### config.mk
export PLATFORM = sky130hd
export DESIGN_NAME = lvc_cell
export DESIGN_NICKNAME = d
export VERILOG_FILES = /design/src/design/lvc_pkg.sv /design/src/design/lvc_cell.sv
export SDC_FILE = /design/constraint.sdc
export NUM_CORES = 1
export LEC_CHECK = 0
export BUFFER_PORTS_ARGS = -buffer_cell sky130_fd_sc_hd__buf_4
export CELL_PAD_IN_SITES_DETAIL_PLACEMENT = 2
export CELL_PAD_IN_SITES_GLOBAL_PLACEMENT = 2
export CORE_UTILIZATION = 30
export CTS_CLUSTER_DIAMETER = 60
export CTS_CLUSTER_SIZE = 10
export DETAILED_ROUTE_END_ITERATION = 7
export HOLD_SLACK_MARGIN = 0.1
export PLACE_DENSITY = 0.82
export SLEW_MARGIN = 0
export SYNTH_ARGS = -nofsm -noshare
export SYNTH_HDL_FRONTEND = slang
export SYNTH_SLANG_ARGS = --single-unit
export TNS_END_PERCENT = 30
### constraint.sdc
create_clock -name aclk -period 3.1 [get_ports aclk]
set_input_delay 0.465 -clock aclk [delete_from_list [all_inputs] [get_ports aclk]]
set_output_delay 0.465 -clock aclk [all_outputs]
set_load 0.01 [all_outputs]
### src/design/lvc_pkg.sv
// ----------------------------------------------------------------------------
// lvc_pkg: shared types and constants for the LRU vertex cache simulator
// Holds the field widths, reset values and the wavefront record that travels
// down the row of cache cells.
// ----------------------------------------------------------------------------
package lvc_pkg;

    localparam int MAX_CAPACITY_DEF = 128;
    localparam int KEY_W            = 16;
    localparam int CNT_W            = 24;
    localparam int POS_OUT_W        = 7;
    localparam int CFG_W            = 8;

    localparam logic [CFG_W-1:0] CAPACITY_RESET = 8'd16;
    localparam logic [CNT_W-1:0] COUNT_MAX      = 24'hFF_FFFF;

    // One lookup in flight: the key, the value being pushed back through the
    // cells, and whether the key has already been found further up the row.
    typedef struct packed {
        logic             active;
        logic [KEY_W-1:0] key;
        logic [KEY_W-1:0] carry;
        logic             carry_vld;
        logic             found;
        logic             last;
    } wave_t;

endpackage

### src/design/lvc_cell.sv
// ----------------------------------------------------------------------------
// lvc_cell: one slot of the move-to-front cache
// Compares the passing lookup against its entry, swaps in the carried value
// and registers the lookup to hand it on to the next slot.
// ----------------------------------------------------------------------------
module lvc_cell #(
    parameter int MAX_CAPACITY = lvc_pkg::MAX_CAPACITY_DEF,
    parameter int CELL_IDX     = 0,
    parameter int CAP_W        = $clog2(MAX_CAPACITY + 1),
    parameter int POS_W        = (MAX_CAPACITY > 1) ? $clog2(MAX_CAPACITY) : 1
) (
    input  logic                 aclk,
    input  logic                 aresetn,
    input  logic                 advance,
    input  logic [CAP_W-1:0]     eff_cap,
    input  lvc_pkg::wave_t       wave_i,
    input  logic [POS_W-1:0]     pos_i,
    output lvc_pkg::wave_t       wave_o,
    output logic [POS_W-1:0]     pos_o
);
    import lvc_pkg::*;

    localparam logic [CAP_W-1:0] IDX_CAP = CAP_W'(CELL_IDX);
    localparam logic [POS_W-1:0] IDX_POS = POS_W'(CELL_IDX);

    logic [KEY_W-1:0] entry_reg, entry_next;
    logic             valid_reg, valid_next;
    wave_t            wave_reg, wave_next;
    logic [POS_W-1:0] pos_reg, pos_next;
    logic             in_use;
    logic             hit_here;

    assign in_use   = (IDX_CAP < eff_cap);
    assign hit_here = wave_i.active && in_use && !wave_i.found && valid_reg &&
                      (entry_reg == wave_i.key);

    always_comb begin
        entry_next = entry_reg;
        valid_next = valid_reg;
        wave_next  = wave_i;
        pos_next   = pos_i;
        if (wave_i.active) begin
            if (!in_use) begin
                // slots past the capacity are forgotten
                valid_next = 1'b0;
            end else if (!wave_i.found) begin
                entry_next = wave_i.carry;
                valid_next = wave_i.carry_vld;
                if (hit_here) begin
                    wave_next.found     = 1'b1;
                    wave_next.carry_vld = 1'b0;
                    pos_next            = IDX_POS;
                end else begin
                    wave_next.carry     = entry_reg;
                    wave_next.carry_vld = valid_reg;
                end
            end
            if (wave_i.last) begin
                valid_next = 1'b0;
            end
        end
    end

    always_ff @(posedge aclk) begin
        if (!aresetn) begin
            valid_reg <= 1'b0;
            wave_reg  <= '0;
        end else if (advance) begin
            valid_reg <= valid_next;
            wave_reg  <= wave_next;
        end
    end

    always_ff @(posedge aclk) begin
        if (advance) begin
            entry_reg <= entry_next;
            pos_reg   <= pos_next;
        end
    end

    assign wave_o = wave_reg;
    assign pos_o  = pos_reg;

endmodule

Word level (Yosys, flattened, before mapping):

Cells that the tools add are included.

* register bits after elaboration: 60
* input bits: 54
* word-level logic and storage cells: 33
* output and inout bits: 43

* equal/unequal tests: 2
* $lt $le $gt $ge: 1
* reduce and logical (&&, ||, !) cells: 7
* muxes and demuxes: 13
* bitwise gates (word level): 1

Operators with widths (count)
* 18-bit two-way mux: 3
* 7-bit two-way mux: 4
* 16-bit equality test: 1
* 16-bit two-way mux: 1
* 1-bit by 8-bit < comparator with 1-bit output, first input constant: 1
* 1-bit two-way mux: 5
* 1-bit logical AND: 4
* 4-bit AND reduction: 1
* 3-bit inequality test, second input constant: 1
* 3-bit AND reduction: 1
* 1-bit logical NOT: 1
* 1-bit inverter: 1

Logic depth before layout (Yosys ltp):

* depth after elaboration: 9
* gate-level depth with buffers: 6
* depth with buffers taken out: 5

Worst setup path before layout:

No wires, ideal clock.

* kind: input to register
* start: input port advance
* end: register wave_reg, in the netlist wave_o[2]
* buffers on the path: 1
* arrival: 2.359 ns
* library setup time: 0.059 ns
* setup slack: 0.682 ns
* data required time: 3.041 ns
* stages on the path: 5
* cell sequence: buf_2 > nand2_1 > nor3_1 > and3_1 > a22o_1

RTL lines
* start: declaration: line lvc_cell.sv:14 `input logic advance,`
* end signal: assignment: line lvc_cell.sv:70 `wave_reg <= wave_next;`
* end: declaration: line lvc_cell.sv:28 `wave_t wave_reg, wave_next;`

==> results <==
- The startpoint type of the worst setup path is an input port.
- The path class of the tightest hold or removal check is input port to flop.
- The number of nets handed over by synthesis was 276.
- The total buffers and inverters traversed by the critical path is 3.
- The arrival time of the worst setup path is 2.23 ns.
- The number of instances resized during post-cts repair is 0.
- Of the total synthesized cell area, the portion taken by XOR and XNOR cells is 0.0548.
- Summed over all cells, the static leakage comes to 1.59 nW.
- Ranked by instance count, the synthesized netlist is headed by dfxtp_1, edfxtp_1, nor2_1.
- CTS built an H-tree with a depth of 3.
- The total length of routed wires is 8.33 mm.
- Registers take 0.00143 mm^2.
- In the final layout, the multi-input gates occupy 0.00101 mm^2.
- The number of warnings printed during yosys synthesis is 0.
- Setup violations remaining at the end of the flow were counted as 0.
- The fill cell instance count of the final layout is 890.
- For this design the ratio of total power to cell area is 555 mW/mm^2.
- The number of distinct library cells after synthesis is 35.
- Counting along the longest clock path gives a buffer depth of 2.
- The total power draw is 0.00200 W.
- The flip-flop count of the largest register, all copies and words added is 36.
- The number of max-slew violations in the final report was 0.
- The detailed router's first-iteration violation count is 67.
- By area the synthesized netlist is led by dfxtp_1, edfxtp_1, mux2i_1.
- In the final design database the tool counted 375 nets.
- Of the cells placed in the final design, the portion with a size suffix greater than 1 is 0.399.
- The number of enable flip-flop cells after synthesis is 23.
- Traced cell by cell, the critical path runs through buf_4 > clkinv_1 > a211oi_2 > buf_4 > a221oi_1.
- The starting density of the core is 0.311.
- In this design, the stage delay of the slowest critical-path cell is 0.60 ns.
- The proportion of register bits with asynchronous set or reset after synthesis is 0.
- The die height is 94.3 um.
- Once the clock tree was built, the setup fixing pass inserted 0 buffers.
- Of the total synthesized cell area, the portion taken by AND, OR, NAND and NOR gates is 0.128.
- The count of nets left with antenna violations after detail routing is 0.
- The initial antenna violation count is 0.
- Measured against the total synthesized area, the mux share comes to 0.0666.
- 97 I/O pins were placed.
- After synthesis the cells add up to 0.00255 mm^2.
- Synthesis produced 222 cells.
- The average instance area after synthesis is 11.5 um^2.
- The total length of routed met2 wires is 4.28 mm.
- The routed via count divided by cell count is 4.88.
- Clock-pin slew was measured on the worst setup and hold paths at 0.07 ns.
- The via count of the first global-routing pass is 2,335.
- The area growth from synthesis to layout is 41.4%.
- The TritonCTS clock tree is done.
- The highest net fanout along the worst path is 22.
- In this run the top signal layer used is met4.
- The number of remaining DRC errors is 0.
- For this run, the total global-route usage over all layers was measured as 0.200.
- Across the run, the number of max-cap violations was 0.
- The number of buffers created by CTS is 9.
- The final-report hold violation count is 0.
- The main combinational cell family by area after synthesis is compound AO/OA/AOI/OAI gates.
- The total die area is 0.00889 mm^2.
- Of the total synthesized cell area, the portion taken by full adders, half adders and majority gates is 0.
- The dominant cell type by count on the critical path is buf_4.
- The detailed placement HPWL is 6.12 mm.
- The share of synthesized area in the top cell type comes to 0.290.
- The final design utilization is 0.440.
- The repair_antennas step left the layout with diodes totalling 0.
- Measured against its own limit, the worst slew margin works out to 0.579.
- IR analysis of the VDD net gives a maximum drop of 0.214 mV.
- The cell sitting at the root of the clock tree is a clkbuf_8.
- The summed negative setup slack over all endpoints is 0 ns.
- The routability congestion estimate from global placement is 0.712.
- The clock network latency to the later pin of the worst-skew pair is 0.35 ns.
- The total number of placement rows is 33.
- For this run the aggregate overflow at the end of global routing stands at 0.
- The actual transition at the worst max-transition pin is 0.628 ns.
- The part of the cycle the worst path needs is 0.656.
- Timing would allow up to 492 MHz.
- For this run, the leading register cell type out of synthesis is dfxtp_1.
- On the critical path the largest part of the delay comes from buffers and inverters.
- The complex-gate fraction of the synthesized area is 0.143.
- From left edge to right edge, the die measures 94.3 um.
- After detailed routing, the average wire length per cell comes to 19.3 um.
- The share of the Yosys chip area taken by registers is 0.560.
- The first global-routing pass estimated 12.9 mm of wire.
- The number of iterations in the first detailed-routing pass is 4.
- Setup repair after global routing left no endpoint under its margin.
- The flow ran to the end, and the final reports show no timing, DRC or antenna violations.
- Buffers placed on the I/O ports in this run total 96.
- The number of synthesized register bits is 60.
- For the finished layout, the period the worst path requires is 2.03 ns.
- The worst setup path category is input port to flop.
- The leading cell type by number of instances after synthesis is dfxtp_1.
- The required time of the critical path is 3.29 ns.
- The met3 wire length is 305 um.
- Before CTS, the worst setup slack after placement is 0.707 ns.
- The total core area is 0.00822 mm^2.
- The number of vias after detailed routing is 2,104.
- The largest total area in the synthesized netlist belongs to dfxtp_1.
- The least setup slack across all paths after layout is 1.07 ns.
- The detailed router put a total of 3.49 mm of wire on met1.
- The hold buffer count at cts is 0.
- On the final layout, the worst clock skew is 0.0104 ns.
- The slowest stage of the critical path belongs to the cell clkinv_1.
- The number of clock sinks is 60.
- Entering global routing, the biggest net connects 39 pins.
- STA classifies the critical path endpoint as a flop.
stage by stage:
stage / area [um^2] / std cells / hold slack, ns
finish: 3610 / 431 / 0.302
detailed placement: 3380 / 415 / 0.518
floorplan: 2550 / 222 / 0.497
global placement: 3380 / 415 / 0.472
global route: 3610 / 431 / 0.286
CTS: 3610 / 431 / 0.284
layout make-up:
type                       instances  area share
tap                              105      0.0364
multi-input combinational        133       0.278
sequential                        60       0.396
clock buffer                      10      0.0412
clock inverter                     6      0.0235
inverter                          18      0.0187
timing repair buffer              99       0.206
power by group:
part / switching [W] / leakage, nW / internal, W / total [W]
clock network: 0.000328 / 0.117 / 0.000499 / 0.000827
registers: 0.0000319 / 0.522 / 0.000870 / 0.000902
logic: 0.000133 / 0.954 / 0.000143 / 0.000276
routing by layer:
layer	GRT usage	up-vias
li1	-	983
met1	0.239	1052
met2	0.344	52
met3	0.0356	17
met4	0.0936	0
met5	0	-
kinds of logic (layout without fill, tap and decap cells):
| group | Yosys count | after routing |
|---|---|---|
| buffers and inverters | 29 | 133 |
| flip-flops | 60 | 60 |
| AND/OR/NAND/NOR | 59 | 59 |
| XOR/XNOR | 16 | 16 |
| multiplexers | 17 | 17 |
| AO/OA/AOI/OAI | 41 | 41 |
path summary, 6_finish.rpt:
path,startpoint,end,slack (ns),depth (start not counted)
worst max-delay path,advance,wave_o[3],1.07,5
worst min-delay path,wave_i[13],entry_reg[10],0.30,1
worst max register to register,entry_reg[2],wave_o[3],1.13,6
worst min register to register,wave_o[23],wave_o[23],0.53,2
cell usage in the layout (no fill, tap or decap), types with 2 or more instances in the layout:
cell type,instances
dfxtp_1,37
nand2_1,3
nor2_1,19
inv_1,17
a221oi_1,6
nor2b_1,17
mux2i_1,17
nand3_1,2
clkinv_1,3
clkbuf_8,9
and3_1,2
xnor2_1,12
clkinv_4,2
buf_4,99
nand4_1,2
edfxtp_1,23
a221oi_2,10
and2_1,7
o21ai_0,17
xor2_1,4
bufinv_16,2
No activity file was read; power rests on OpenSTA's default activity.
