## config.mk

```make
export PLATFORM = sky130hd
export DESIGN_NAME = lvc_tally
export DESIGN_NICKNAME = d
export VERILOG_FILES = /design/src/design/lvc_pkg.sv /design/src/design/lvc_tally.sv
export SDC_FILE = /design/constraint.sdc
export NUM_CORES = 1
export LEC_CHECK = 0
export ABC_CLOCK_PERIOD_IN_PS = 5000
export BUFFER_PORTS_ARGS = -buffer_cell sky130_fd_sc_hd__buf_2
export CORE_ASPECT_RATIO = 1.1
export CORE_MARGIN = 8
export CORE_UTILIZATION = 45
export DETAILED_ROUTE_END_ITERATION = 7
export PLACE_DENSITY = 0.67
export SLEW_MARGIN = 15
export SYNTH_ARGS = -nofsm -noshare
export SYNTH_HDL_FRONTEND = slang
export SYNTH_SLANG_ARGS = --single-unit
```

## constraint.sdc

```tcl
create_clock -name aclk -period 5 [get_ports aclk]
set_input_delay 0.5 -clock aclk [delete_from_list [all_inputs] [get_ports aclk]]
set_output_delay 0.5 -clock aclk [all_outputs]
set_load 0.01 [all_outputs]
```

## src/design/lvc_pkg.sv

```systemverilog
// ----------------------------------------------------------------------------
// lvc_pkg: shared types and constants for the LRU vertex cache simulator
// Holds the field widths, reset values and the wavefront record that travels
// down the row of cache cells.
// ----------------------------------------------------------------------------
package lvc_pkg;

    localparam int MAX_CAPACITY_DEF = 128;
    localparam int KEY_W            = 16;
    localparam int CNT_W            = 24;
    localparam int POS_OUT_W        = 7;
    localparam int CFG_W            = 8;

    localparam logic [CFG_W-1:0] CAPACITY_RESET = 8'd16;
    localparam logic [CNT_W-1:0] COUNT_MAX      = 24'hFF_FFFF;

    // One lookup in flight: the key, the value being pushed back through the
    // cells, and whether the key has already been found further up the row.
    typedef struct packed {
        logic             active;
        logic [KEY_W-1:0] key;
        logic [KEY_W-1:0] carry;
        logic             carry_vld;
        logic             found;
        logic             last;
    } wave_t;

endpackage

```

## src/design/lvc_tally.sv

```systemverilog
// ----------------------------------------------------------------------------
// lvc_tally: hit and miss counters and result register
// Counts each finished lookup with saturation, clears after the last beat of
// a buffer and holds the result until the receiver takes it.
// ----------------------------------------------------------------------------
module lvc_tally #(
    parameter int POS_W = 7
) (
    input  logic                          aclk,
    input  logic                          aresetn,
    input  lvc_pkg::wave_t                wave_i,
    input  logic [POS_W-1:0]              pos_i,
    output logic                          advance,
    output logic                          m_valid,
    input  logic                          m_ready,
    output logic                          m_hit,
    output logic [lvc_pkg::POS_OUT_W-1:0] m_hit_position,
    output logic [lvc_pkg::CNT_W-1:0]     m_hit_total,
    output logic [lvc_pkg::CNT_W-1:0]     m_miss_total,
    output logic                          m_is_last
);
    import lvc_pkg::*;

    logic [CNT_W-1:0]         hit_cnt_reg, hit_cnt_next;
    logic [CNT_W-1:0]         miss_cnt_reg, miss_cnt_next;
    logic                     m_valid_reg;
    logic                     hit_reg;
    logic [POS_OUT_W-1:0]     pos_out_reg;
    logic [CNT_W-1:0]         hit_total_reg, miss_total_reg;
    logic                     last_reg;
    logic [POS_W+POS_OUT_W-1:0] pos_wide;

    assign advance  = !m_valid_reg || m_ready;
    assign pos_wide = {{POS_OUT_W{1'b0}}, pos_i};

    always_comb begin
        hit_cnt_next  = hit_cnt_reg;
        miss_cnt_next = miss_cnt_reg;
        if (wave_i.found) begin
            if (hit_cnt_reg != COUNT_MAX) begin
                hit_cnt_next = hit_cnt_reg + 1'b1;
            end
        end else begin
            if (miss_cnt_reg != COUNT_MAX) begin
                miss_cnt_next = miss_cnt_reg + 1'b1;
            end
        end
    end

    always_ff @(posedge aclk) begin
        if (!aresetn) begin
            hit_cnt_reg  <= '0;
            miss_cnt_reg <= '0;
            m_valid_reg  <= 1'b0;
        end else if (advance) begin
            m_valid_reg <= wave_i.active;
            if (wave_i.active) begin
                hit_cnt_reg  <= wave_i.last ? '0 : hit_cnt_next;
                miss_cnt_reg <= wave_i.last ? '0 : miss_cnt_next;
            end
        end
    end

    always_ff @(posedge aclk) begin
        if (advance && wave_i.active) begin
            hit_reg        <= wave_i.found;
            pos_out_reg    <= wave_i.found ? pos_wide[POS_OUT_W-1:0] : '0;
            hit_total_reg  <= hit_cnt_next;
            miss_total_reg <= miss_cnt_next;
            last_reg       <= wave_i.last;
        end
    end

    assign m_valid        = m_valid_reg;
    assign m_hit          = hit_reg;
    assign m_hit_position = pos_out_reg;
    assign m_hit_total    = hit_total_reg;
    assign m_miss_total   = miss_total_reg;
    assign m_is_last      = last_reg;

endmodule

```

Word-level counts from Yosys, hierarchy flattened
Cells that the tools add are included.

word-level totals
  input port bits = 46
  register bits after elaboration = 106
  word-level logic and storage cells = 22

cells by class
  mux-type cells = 6
  eq/ne operators = 2
  reduce and logical (&&, ||, !) cells = 4
  add/sub/neg operators = 2

operators by type and width
  operator                                                         count
  24-bit two-way mux                                               6
  24-bit by 1-bit adder with 24-bit output, second input constant  2
  24-bit != test, second input constant                            2
  2-bit AND reduction                                              1
  1-bit logical AND                                                1
  1-bit logical NOT                                                1
  1-bit logical OR                                                 1

Logic depth before layout (Yosys ltp)
Gate-level depths: netlist of run 1.

  depth after elaboration = 4
  gate-level depth with buffers = 8

Least setup slack after synthesis of run 1
Ideal clock, no wire load.

  path type = input port to flip-flop
  start point = input m_ready
  end point = register miss_cnt_reg[20]
  library setup time = 127 ps
  path slack = 2,119 ps
  arrival = 2,754 ps
  required time = 4,873 ps
  buffers on the path = 1
  stages = 7
  path through = nand2b_1 -> nand2_1 -> inv_1 -> nor2_1 -> clkbuf_1 -> o21ai_0 -> o31ai_1

on the way
  longest elaborated chain between the ends = 2

ends and longest elaborated chain
  what                           RTL line         text
  from (decl)                    lvc_tally.sv:15  input logic m_ready,
  1-bit logical OR               lvc_tally.sv:33  assign advance = !m_valid_reg || m_ready;
  2-bit AND reduction (no line)  -
  to (signal assigned)           lvc_tally.sv:59  miss_cnt_reg <= wave_i.last ? '0 : miss_cnt_next;
  to (decl)                      lvc_tally.sv:25  logic [CNT_W-1:0] miss_cnt_reg, miss_cnt_next;

Every way passes these cells.
A chain may end at the register's enable or synchronous reset.

Final worst setup path of run 1
  start point = register miss_cnt_reg[0]
  end point = register miss_total_reg[1], in the netlist m_miss_total[1] (data pin)

on the way
  longest elaborated chain between the ends = 3

ends and longest elaborated chain
  what                                                                        RTL line                          text
  24-bit by 1-bit adder with 24-bit output or 24-bit != test (tied branches)  lvc_tally.sv:45, lvc_tally.sv:44
  24-bit two-way mux (*)                                                      lvc_tally.sv:44                   if (miss_cnt_reg != COUNT_MAX) begin
  24-bit two-way mux (*)                                                      lvc_tally.sv:39                   if (wave_i.found) begin
  net miss_cnt_next[1]                                                        lvc_tally.sv:25
  to (signal assigned)                                                        lvc_tally.sv:69                   miss_total_reg <= miss_cnt_next;
  to (decl)                                                                   lvc_tally.sv:29                   logic [CNT_W-1:0] hit_total_reg, miss_total_reg;

The timed path passes the listed nets; every way through them passes the cells marked *.

==> metrics.md, run 1 <==
| Metric | Value |
|---|---|
| Status | `finished clean` |
| Maximum clock path buffer count | `2` |
| Total GRT Usage | `between 10% and 20%` |
| Fin. max-slew vios | `0` |
| NetSw | `approximately 400 uW` |
| GP Congestion | `0.8849` |
| Yosys warns | `0` |
| WL/cell | `approximately 17 um` |
| Die Y | `130.1 um` |
| Multi-input combinational cell area | `2422 um2` |
| FFs w/ async S/R, synth | `0%` |
| Setup violators final | `0` |
| Storage element area | `2693 um2` |
| HP Class | `in2reg` |
| Switching Fraction | `21.99%` |
| Slowest cell delay on critical path | `810 ps` |
| Clk Latency, worst-skew pair | `350 ps` |
| Logic pwr share | `6.2%` |
| DR iter-0 viols | `293` |
| Post-Syn Area per Cell | `~9.8 um2` |
| DRC viols | `0` |
| Max-cap viol count | `0` |
| Initial Util | `46.36%` |
| Clock sink count | `roughly 110` |
| WP data required | `5110 ps` |
| Number of global-route vias before repair | `4225` |
| Total gr overflow | `0` |
| First-pass GRT wire length | `20640 um` |
| Seq cells post-synth | `roughly 110` |
| Hold path start | `wave_i[35]` |
| Synth-to-layout area growth | `13.72%` |
| Bufs and invs on worst path | `0` |
| Sequential share of power | `52.5%` |
| Clk pwr share | `41.3%` |
| Hold Vio Cnt, Final | `0` |
| Register area share after synthesis | `50.54%` |
| H-tree levels | `3` |
| Total power draw | `between 1500 and 2000 uW` |
| Kind of cell adding the most delay to the critical path | `simple AND/OR/NAND/NOR gates` |
| CP endpoint kind | `flip-flop` |
| Setup TNS Final | `0 ps` |
| Synth cell types | `60` |
| Synth area leader | `edfxtp_1` |
| Primary FF master, synth | `edfxtp_1` |
| Cts repair resizes | `0` |
| Share of cells above drive strength 1 | `17.31%` |
| Share of the synthesized area in the top cell type | `32.13%` |
| Power Dens Cells | `about 300 nW/um2` |
| Post-synth EDFFs | `57` |
| Post-layout net count | `638` |
| Setup Crit Path Kind | `reg2reg` |
| Util after Layout | `52.72%` |
| Commonest cells in the synthesized netlist | `nand2_1 (58), edfxtp_1 (57), dfxtp_1 (49)` |
| Crit path max fanout | `14` |
| Clock transition at the registers of the reported paths | `70 ps` |
| Top post-synthesis cells by area | `edfxtp_1 (32%), dfxtp_1 (18%), xnor2_1 (4.3%)` |
| Antenna cells | `0` |
| WP data arrival | `around 3100 ps` |
| Internal Power | `1410 uW` |
| Detailed Routing Iterations Pass 1 | `5` |
| LEAKAGE | `0.002185 uW` |
| Hold-fix buffers at CTS | `0` |
| Final ANT Viol Nets | `0` |
| Critical path origin | `miss_cnt_reg[0]` |
| DP HPWL | `roughly 8400 um` |
| Clock skew | `12.00 ps` |
| I/O pins | `105` |
| Root buffer cell | `clkbuf_16` |
| Synthesized net count | `590` |
| Slew margin rel. | `33.53%` |
| Initial antenna violation count | `0` |
| Synthesized area | `5328 um2` |
| FP Rows | `just over 40` |
| Worst-Margin Slew | `990.5 ps` |
| Filler Cell Count | `1057` |
| Count leader, synth | `nand2_1` |
| Port bufs | `71` |
| Slowest CP cell | `o21ai_1` |
| Routed WL | `between 10000 and 15000 um` |
| DR vias/cell | `slightly below 6` |
| R2r startpoint | `miss_cnt_reg[0]` |
| Peak VDD IR | `0.0001842 V` |
| Buffer count from post-CTS setup fixing | `0` |
| CTS tree | `done` |
| Fmax | `about 340 MHz` |
| Core box area | `11490 um2` |
| CTS Buf Count | `9` |
| Synthesized instance count | `between 500 and 600` |
| RSZ-0062 raised after global routing | `no` |
| Largest net degree at the start of global routing | `62` |
| Cell Chain, Critical Path | `ha_1 -> nand4_1 -> or4_4 -> o21ai_1 -> mux2_2` |
| DR vias | `~4.4k` |
| Area of the die | `about 16000 um2` |
| Die Wd | `roughly 120 um` |
| Element type at the critical path start | `flip-flop` |
| Final Cycle Share | `59.55%` |
| Final min period | `2977 ps` |
power groups by stage:
stage               clock network, uW  registers [uW]  logic (uW)
global route                      795             952         121
floorplan                           0             984        47.5
finish                            747             949         112
CTS                               762             950         114
global placement                    0             968         111
detailed placement                  0             969         113
stage by stage:
step                      area [um2]  std cells  hold WS [ps]  setup slack, ps
final                           6058        745         404.1             2023
after global routing            6058        745         418.6             1851
after CTS                       6058        745         395.0             2065
after detailed placement        5748        729         503.6             2110
after global placement          5748        729         490.8             2150
after floorplan                 5328        542         470.5             2119
worst register-to-register path: cells and delay by family (launching register included):
kind,cells,cell delay [ps]
AND/OR/NAND/NOR,2,840
AO/OA/AOI/OAI,1,810
multiplexers,1,430
flip-flops,1,420
adder cells (fa/ha/maj),1,240
layout by cell type, fill, tap and decap left out, types with 6 or more instances in the layout:
cell,Yosys,layout
a21oi_1,14,14
a31oi_1,23,23
and2_1,13,13
and3_1,12,12
buf_2,11,71
buf_4,1,6
clkbuf_16,0,9
dfxtp_1,49,49
edfxtp_1,57,57
inv_1,11,10
nand2_1,58,58
nand3_1,33,33
nand4_1,18,18
nor2_1,29,29
nor3_1,16,16
nor4_1,8,8
o211ai_1,13,13
o21ai_0,11,11
or3_1,7,7
or4_1,13,13
xnor2_1,26,26
xor2_1,19,19
logic make-up after synthesis:
| logic type | share of synthesized area (%) |
|---|---|
| simple gates | 22.80 |
| flops | 50.54 |
| compound gates | 13.81 |
| buf+inv | 3.992 |
| xor+xnor | 7.398 |
| mux | 0.9864 |
| fa+ha+maj | 0.4696 |
worst paths after layout:
kind,end,slack (ps),cells past startpoint
worst min register to register,hit_cnt_reg[18],520,1
worst max register to register,m_miss_total[1],2020,5
worst min-delay path,m_valid,400,3
worst max-delay path,m_miss_total[1],2020,5
final cells by class:
class | count | share of cell area (%)
well taps | 150 | 3.098
repair buffers | 77 | 6.609
inverters | 12 | 0.7435
clock buffers | 10 | 3.779
flip-flops and latches | 106 | 44.44
multi-input cells | 384 | 39.98
clock inverters | 6 | 1.342
layer usage:
layer  GRT usage [%]  share of wire (%)  vias to the layer above
met2           26.38                 45                      146
met3           4.449                6.9                        6
met1           20.66                 47                     2089
met4           5.809                1.0                        0
li1                -                  -                     2142
met5               0                  0                        -
(Power assumes the default switching activity.)
==> run 2: changes to the inputs <==
Settings changed: ABC_AREA from default to 1, ABC_CLOCK_PERIOD_IN_PS 5000 to 2990.
Clock period 5 ns to 2.99 ns, I/O delays scaled along.
==> run 2 against run 1 <==
  * Count of clock-buffer cells in the layout rose by 3
  * Synthesized cell count rose by 31%
  * Critical endpoint is now hit_cnt_reg[3]
  * Non-clock buffer count rose by 2
  * Power rose by 64%
  * Combinational power rose by 64%
  * Clock skew fell by 4.8 ps
  * Die area rose by 6.0%
  * Register-to-register slack got worse by 1000 ps
  * Fmax rose by 48%
  * Final area rose by 6.8%
  * Core utilization fell by 0.87 points
==> metrics.md, run 2 <==
| Metric | Value |
|---|---|
| Slowest CP cell | `dfxtp_1` |
| Worst-Margin Slew | `669.8 ps` |
| Post-Syn Area per Cell | `between 7 and 8 um2` |
| Slew margin rel. | `55.24%` |
| HP Class | `in2reg` |
| Synth-to-layout area growth | `13.64%` |
| Fin. max-slew vios | `0` |
| Hold Vio Cnt, Final | `0` |
| Hold-fix buffers at CTS | `0` |
| Port bufs | `71` |
| Die Wd | `123.3 um` |
| Total gr overflow | `0` |
| Register area share after synthesis | `47.28%` |
| Max-cap viol count | `0` |
| Setup TNS Final | `0 ps` |
| I/O pins | `~110` |
| Routed WL | `12860 um` |
| Yosys warns | `0` |
| WL/cell | `13.74 um` |
| Synth cell types | `38` |
| Seq cells post-synth | `between 100 and 150` |
| Setup violators final | `0` |
| Initial antenna violation count | `0` |
| FP Rows | `43` |
| GP Congestion | `about 0.91` |
| Clock skew | `7.218 ps` |
| Area of the die | `approximately 17000 um2` |
| Antenna cells | `0` |
| Synthesized net count | `760` |
| Number of global-route vias before repair | `about 4.5k` |
| Largest net degree at the start of global routing | `50` |
| Final Cycle Share | `67.15%` |
| Post-synth EDFFs | `57` |
| Detailed Routing Iterations Pass 1 | `4` |
| Count leader, synth | `nand2_1` |
| WP data required | `about 3300 ps` |
| Clock sink count | `about 110` |
| FFs w/ async S/R, synth | `0%` |
| Root buffer cell | `clkbuf_16` |
| Commonest non-fill, non-tap cell in the layout | `nand2_1` |
| Synthesized area | `5695 um2` |
| Power Dens Cells | `459.1 nW/um2` |
| Status | `finished clean` |
| Cell Chain, Critical Path | `ha_1 -> nand3_1 -> clkinv_2 -> nand2_4 -> nor2_1 -> nand2_1 -> nand3_1 -> nand2_1 -> o21ai_0 -> nand2_1 -> a21oi_1` |
| Filler Cell Count | `1188` |
| Commonest cells in the synthesized netlist | `nand2_1 (236), nand3_1 (63), inv_1 (58)` |
| Final min period | `2008 ps` |
| CTS tree | `done` |
| Clk Latency, worst-skew pair | `roughly 350 ps` |
| Share of cells above drive strength 1 | `between 20% and 30%` |
| Synth area leader | `edfxtp_1` |
| First-pass GRT wire length | `around 21000 um` |
| Peak VDD IR | `~0.00022 V` |
| Clock transition at the registers of the reported paths | `~70 ps` |
| WP data arrival | `2280 ps` |
| DP Worst Slack | `976.3 ps` |
| Final ANT Viol Nets | `0` |
| Setup Crit Path Kind | `reg2reg` |
| CP endpoint kind | `flip-flop` |
| DRC viols | `0` |
| Fmax | `498.1 MHz` |
| H-tree levels | `3` |
| Bufs and invs on worst path | `1` |
| Kind of cell adding the most delay to the critical path | `simple AND/OR/NAND/NOR gates` |
| Crit path max fanout | `11` |
| Top post-synthesis cells by area | `edfxtp_1 (30%), dfxtp_1 (17%), nand2_1 (16%)` |
| DR vias/cell | `between 5 and 6` |
| Util after Layout | `between 50% and 60%` |
| Die Y | `134.0 um` |
| Total GRT Usage | `between 15 and 20%` |
| Maximum clock path buffer count | `2` |
| Primary FF master, synth | `edfxtp_1` |
| CTS Buf Count | `9` |
| Cts repair resizes | `0` |
| LEAKAGE | `around 0.0026 uW` |
| RSZ-0062 raised after global routing | `no` |
| Buffer count from post-CTS setup fixing | `0` |
| Initial Util | `45.63%` |
| Element type at the critical path start | `flip-flop` |
| Synthesized instance count | `712` |
| Most frequent cells in the layout | `nand2_1 (236), buf_2 (71), nand3_1 (63)` |
| Core box area | `12480 um2` |
| Slowest cell delay on critical path | `400 ps` |
| Share of the synthesized area in the top cell type | `a little under a third` |
| DR iter-0 viols | `323` |
| Final WS setup | `982.2 ps` |
| DP HPWL | `9005 um` |
| DR vias | `roughly 4.8k` |
| Most frequent cell on the critical path | `nand2_1` |
| Post-layout net count | `822` |
[run 2: metrics by stage]
step	hold slack, ps	instance area [um2]	power [uW]	cells
2_1_floorplan	397.9	5695	1727	712
3_3_place_gp	487.5	6172	1804	920
3_5_place_dp	501.4	6172	1808	920
4_1_cts	182.2	6472	3006	936
5_1_grt	188.3	6472	3070	936
6_report	184.1	6472	2972	936
[run 2: kinds of logic (layout without fill, tap and decap cells)]
kind of cell	after synthesis	in the layout	synth area share [%]
adder cells (fa/ha/maj)	2	2	0.4393
XOR/XNOR	5	5	0.7689
AND/OR/NAND/NOR	432	432	36.64
AO/OA/AOI/OAI	73	73	7.777
flip-flops	106	106	47.28
buffers and inverters	94	161	7.096
[run 2: path summary, 6_finish.rpt]
| path | to | cells after the start | startpoint | slack (ps) |
|---|---|---|---|---|
| worst max-delay path | hit_cnt_reg[3] | 11 | hit_cnt_reg[0] | 980 |
| worst min-delay path | m_is_last | 1 | wave_i[0] | 180 |
| worst max register to register | hit_cnt_reg[3] | 11 | hit_cnt_reg[0] | 980 |
| worst min register to register | miss_cnt_reg[10] | 2 | miss_cnt_reg[10] | 510 |
[run 2: layer usage]
layer | wire (um) | global-route usage (%)
met1 | 5248 | 17.16
met2 | 6720 | 28.57
met3 | 639 | 2.648
met4 | 251 | 7.502
met5 | 0 | 0
[run 2: layout make-up]
| type | instances | area, um2 | share of cell area, % |
|---|---|---|---|
| Timing Repair Buffer | 79 | 427.9 | 6.611 |
| Sequential cell | 106 | 2693 | 41.60 |
| Tap cell | 157 | 196.4 | 3.035 |
| Inverter | 66 | 249.0 | 3.847 |
| Clock buffer | 13 | 260.3 | 4.021 |
| Clock inverter | 3 | 40.04 | 0.6186 |
| Multi-Input combinational cell | 512 | 2606 | 40.27 |
[run 2: where the power goes]
part           total [uW]  switching [uW]  internal, uW
sequential           1590            11.4          1580
combinational         184             132          52.6
clock                1200             507           693
==> run 3: changes to the inputs <==
Settings changed: ABC_AREA 1 to 0, ABC_CLOCK_PERIOD_IN_PS 2990 to 2000.
Clock period 2.99 ns to 2 ns, I/O delays scaled along.
==> run 3 against run 2 <==
  * The flow now finishes with violations (setup timing)
  * Non-clock buffer count rose by 101
  * Largest cell class is now multi-input gates
  * Cell count fell by 9.3%
  * Final area rose by 13%
  * Critical endpoint is now miss_cnt_reg[18]
  * Critical path type unchanged
  * Routed wire length rose by 20%
==> metrics.md, run 3 (synthesis results as in run 1) <==
| Metric | Value |
|---|---|
| Synth-to-layout area growth | `36.97%` |
| Port bufs | `71` |
| Crit path max fanout | `3` |
| GP Congestion | `0.8738` |
| Post-layout net count | `742` |
| WP data arrival | `2360 ps` |
| Root buffer cell | `clkbuf_16` |
| Grt peak-use layer | `met2` |
| Clk Latency, worst-skew pair | `350 ps` |
| Detailed Routing Iterations Pass 1 | `6` |
| Routed WL | `15440 um` |
| Initial antenna violation count | `0` |
| Filler Cell Count | `948` |
| Setup Crit Path Kind | `reg2reg` |
| DRC viols | `0` |
| Final min period | `2121 ps` |
| Worst-Margin Slew | `970.1 ps` |
| Number of global-route vias before repair | `4742` |
| Maximum clock path buffer count | `2` |
| Die Y | `130.1 um` |
| CTS Buf Count | `9` |
| Initial Util | `46.36%` |
| I/O pins | `105` |
| Core box area | `11490 um2` |
| GRT met3 Usage | `about 3.2%` |
| Post-Place Cell Area | `6539 um2` |
| Total GRT Usage | `18.31%` |
| Final ANT Viol Nets | `0` |
| GRT met1 Usage | `22.18%` |
| DR iter-0 viols | `about 470` |
| DP HPWL | `about 10000 um` |
| Commonest non-fill, non-tap cell in the layout | `buf_4` |
| Power Dens Cells | `~600 nW/um2` |
| Slew margin rel. | `about a third` |
| Final Cell Area | `7297 um2` |
| Element type at the critical path start | `flip-flop` |
| Max-cap viol count | `0` |
| Hold Vio Cnt, Final | `0` |
| Clock transition at the registers of the reported paths | `70 ps` |
| Antenna cells | `0` |
| Die Wd | `~120 um` |
| Fin. max-slew vios | `0` |
| Status | `complete, but fails checks` |
| Peak VDD IR | `0.0003277 V` |
| DP Worst Slack | `-127.7 ps` |
| Clock skew | `7.062 ps` |
| FP Rows | `41` |
| Share of cells above drive strength 1 | `a little under two fifths` |
| H-tree levels | `3` |
| Final WS setup | `-121.1 ps` |
| Hold slack | `roughly 120 ps` |
| CP endpoint kind | `flip-flop` |
| Largest net degree at the start of global routing | `43` |
| Fmax | `471.4 MHz` |
| Fin cells | `around 850` |
| LEAKAGE | `~0.0028 uW` |
| Failing checks | `setup timing` |
| HP Class | `in2reg` |
| Total power draw | `4391 uW` |
| Most frequent cells in the layout | `buf_4 (96), buf_2 (71), edfxtp_1 (57)` |
| RSZ-0062 raised after global routing | `yes` |
| Final Cycle Share | `106.1%` |
| DR vias/cell | `5.919` |
| Clock sink count | `106` |
| WL/cell | `18.18 um` |
| Post-Place Cells | `816` |
| First-pass GRT wire length | `23000 um` |
| Setup violators final | `22` |
| Total gr overflow | `0` |
| WP data required | `2240 ps` |
| Area of the die | `between 15000 and 20000 um2` |
| DR vias | `5025` |
| Hold-fix buffers at CTS | `0` |
| CTS tree | `done` |
| Met2 Usage GRT | `between 30% and 40%` |
-- run 3: per-layer routing --
| layer | share of wire, % | up-vias |
|---|---|---|
| li1 | - | 2338 |
| met1 | 42 | 2440 |
| met2 | 48 | 205 |
| met3 | 6.6 | 42 |
| met4 | 3.2 | 0 |
| met5 | 0 | - |
-- run 3: critical path, stage by stage (launching register included) --
cell and delay [ps]:
dfxtp_4 360, ha_4 130, nand4_1 150, or4_4 510
or4_4 510, xnor2_1 160, a22o_1 200
-- run 3: worst paths after layout --
| kind | from | endpoint | slack (ps) | depth (start not counted) |
|---|---|---|---|---|
| worst max-delay path | miss_cnt_reg[0] | miss_cnt_reg[18] | -120 | 6 |
| worst min-delay path | wave_i[35] | m_valid | 120 | 3 |
| worst max register to register | miss_cnt_reg[0] | miss_cnt_reg[18] | -120 | 6 |
| worst min register to register | hit_cnt_reg[18] | hit_cnt_reg[18] | 510 | 1 |
-- run 3: repair_timing --
| item | in CTS | in global routing |
|---|---|---|
| setup endpoints to repair | 9 | 65 |
| gates resized for setup | 7 | 47 |
| hold endpoints to repair | 0 | 0 |
| buffers inserted | 2 | 11 |
| cloned | 0 | 5 |
| pin swaps | 5 | 36 |
-- run 3: cell type report --
type	count	area [um2]	area share, %
multi-input cells	385	2765	37.89
flip-flops and latches	106	2705	37.07
repair buffers	180	1316	18.04
clock buffers	12	256.5	3.515
well taps	150	187.7	2.572
inverters	12	48.80	0.6687
clock inverters	4	17.52	0.2401
-- run 3: report_power, final --
group | internal, uW | switching, uW
Combinational | 134 | 237
Clock | 900 | 749
Sequential | 2350 | 17.1
-- run 3: stage by stage --
step	util, %	TNS (ps)
2_1_floorplan	-	-379.4
3_3_place_gp	56.90	-94.07
3_5_place_dp	56.90	-293.0
4_1_cts	59.83	-283.9
5_1_grt	63.50	-4458
6_report	63.50	-947.2
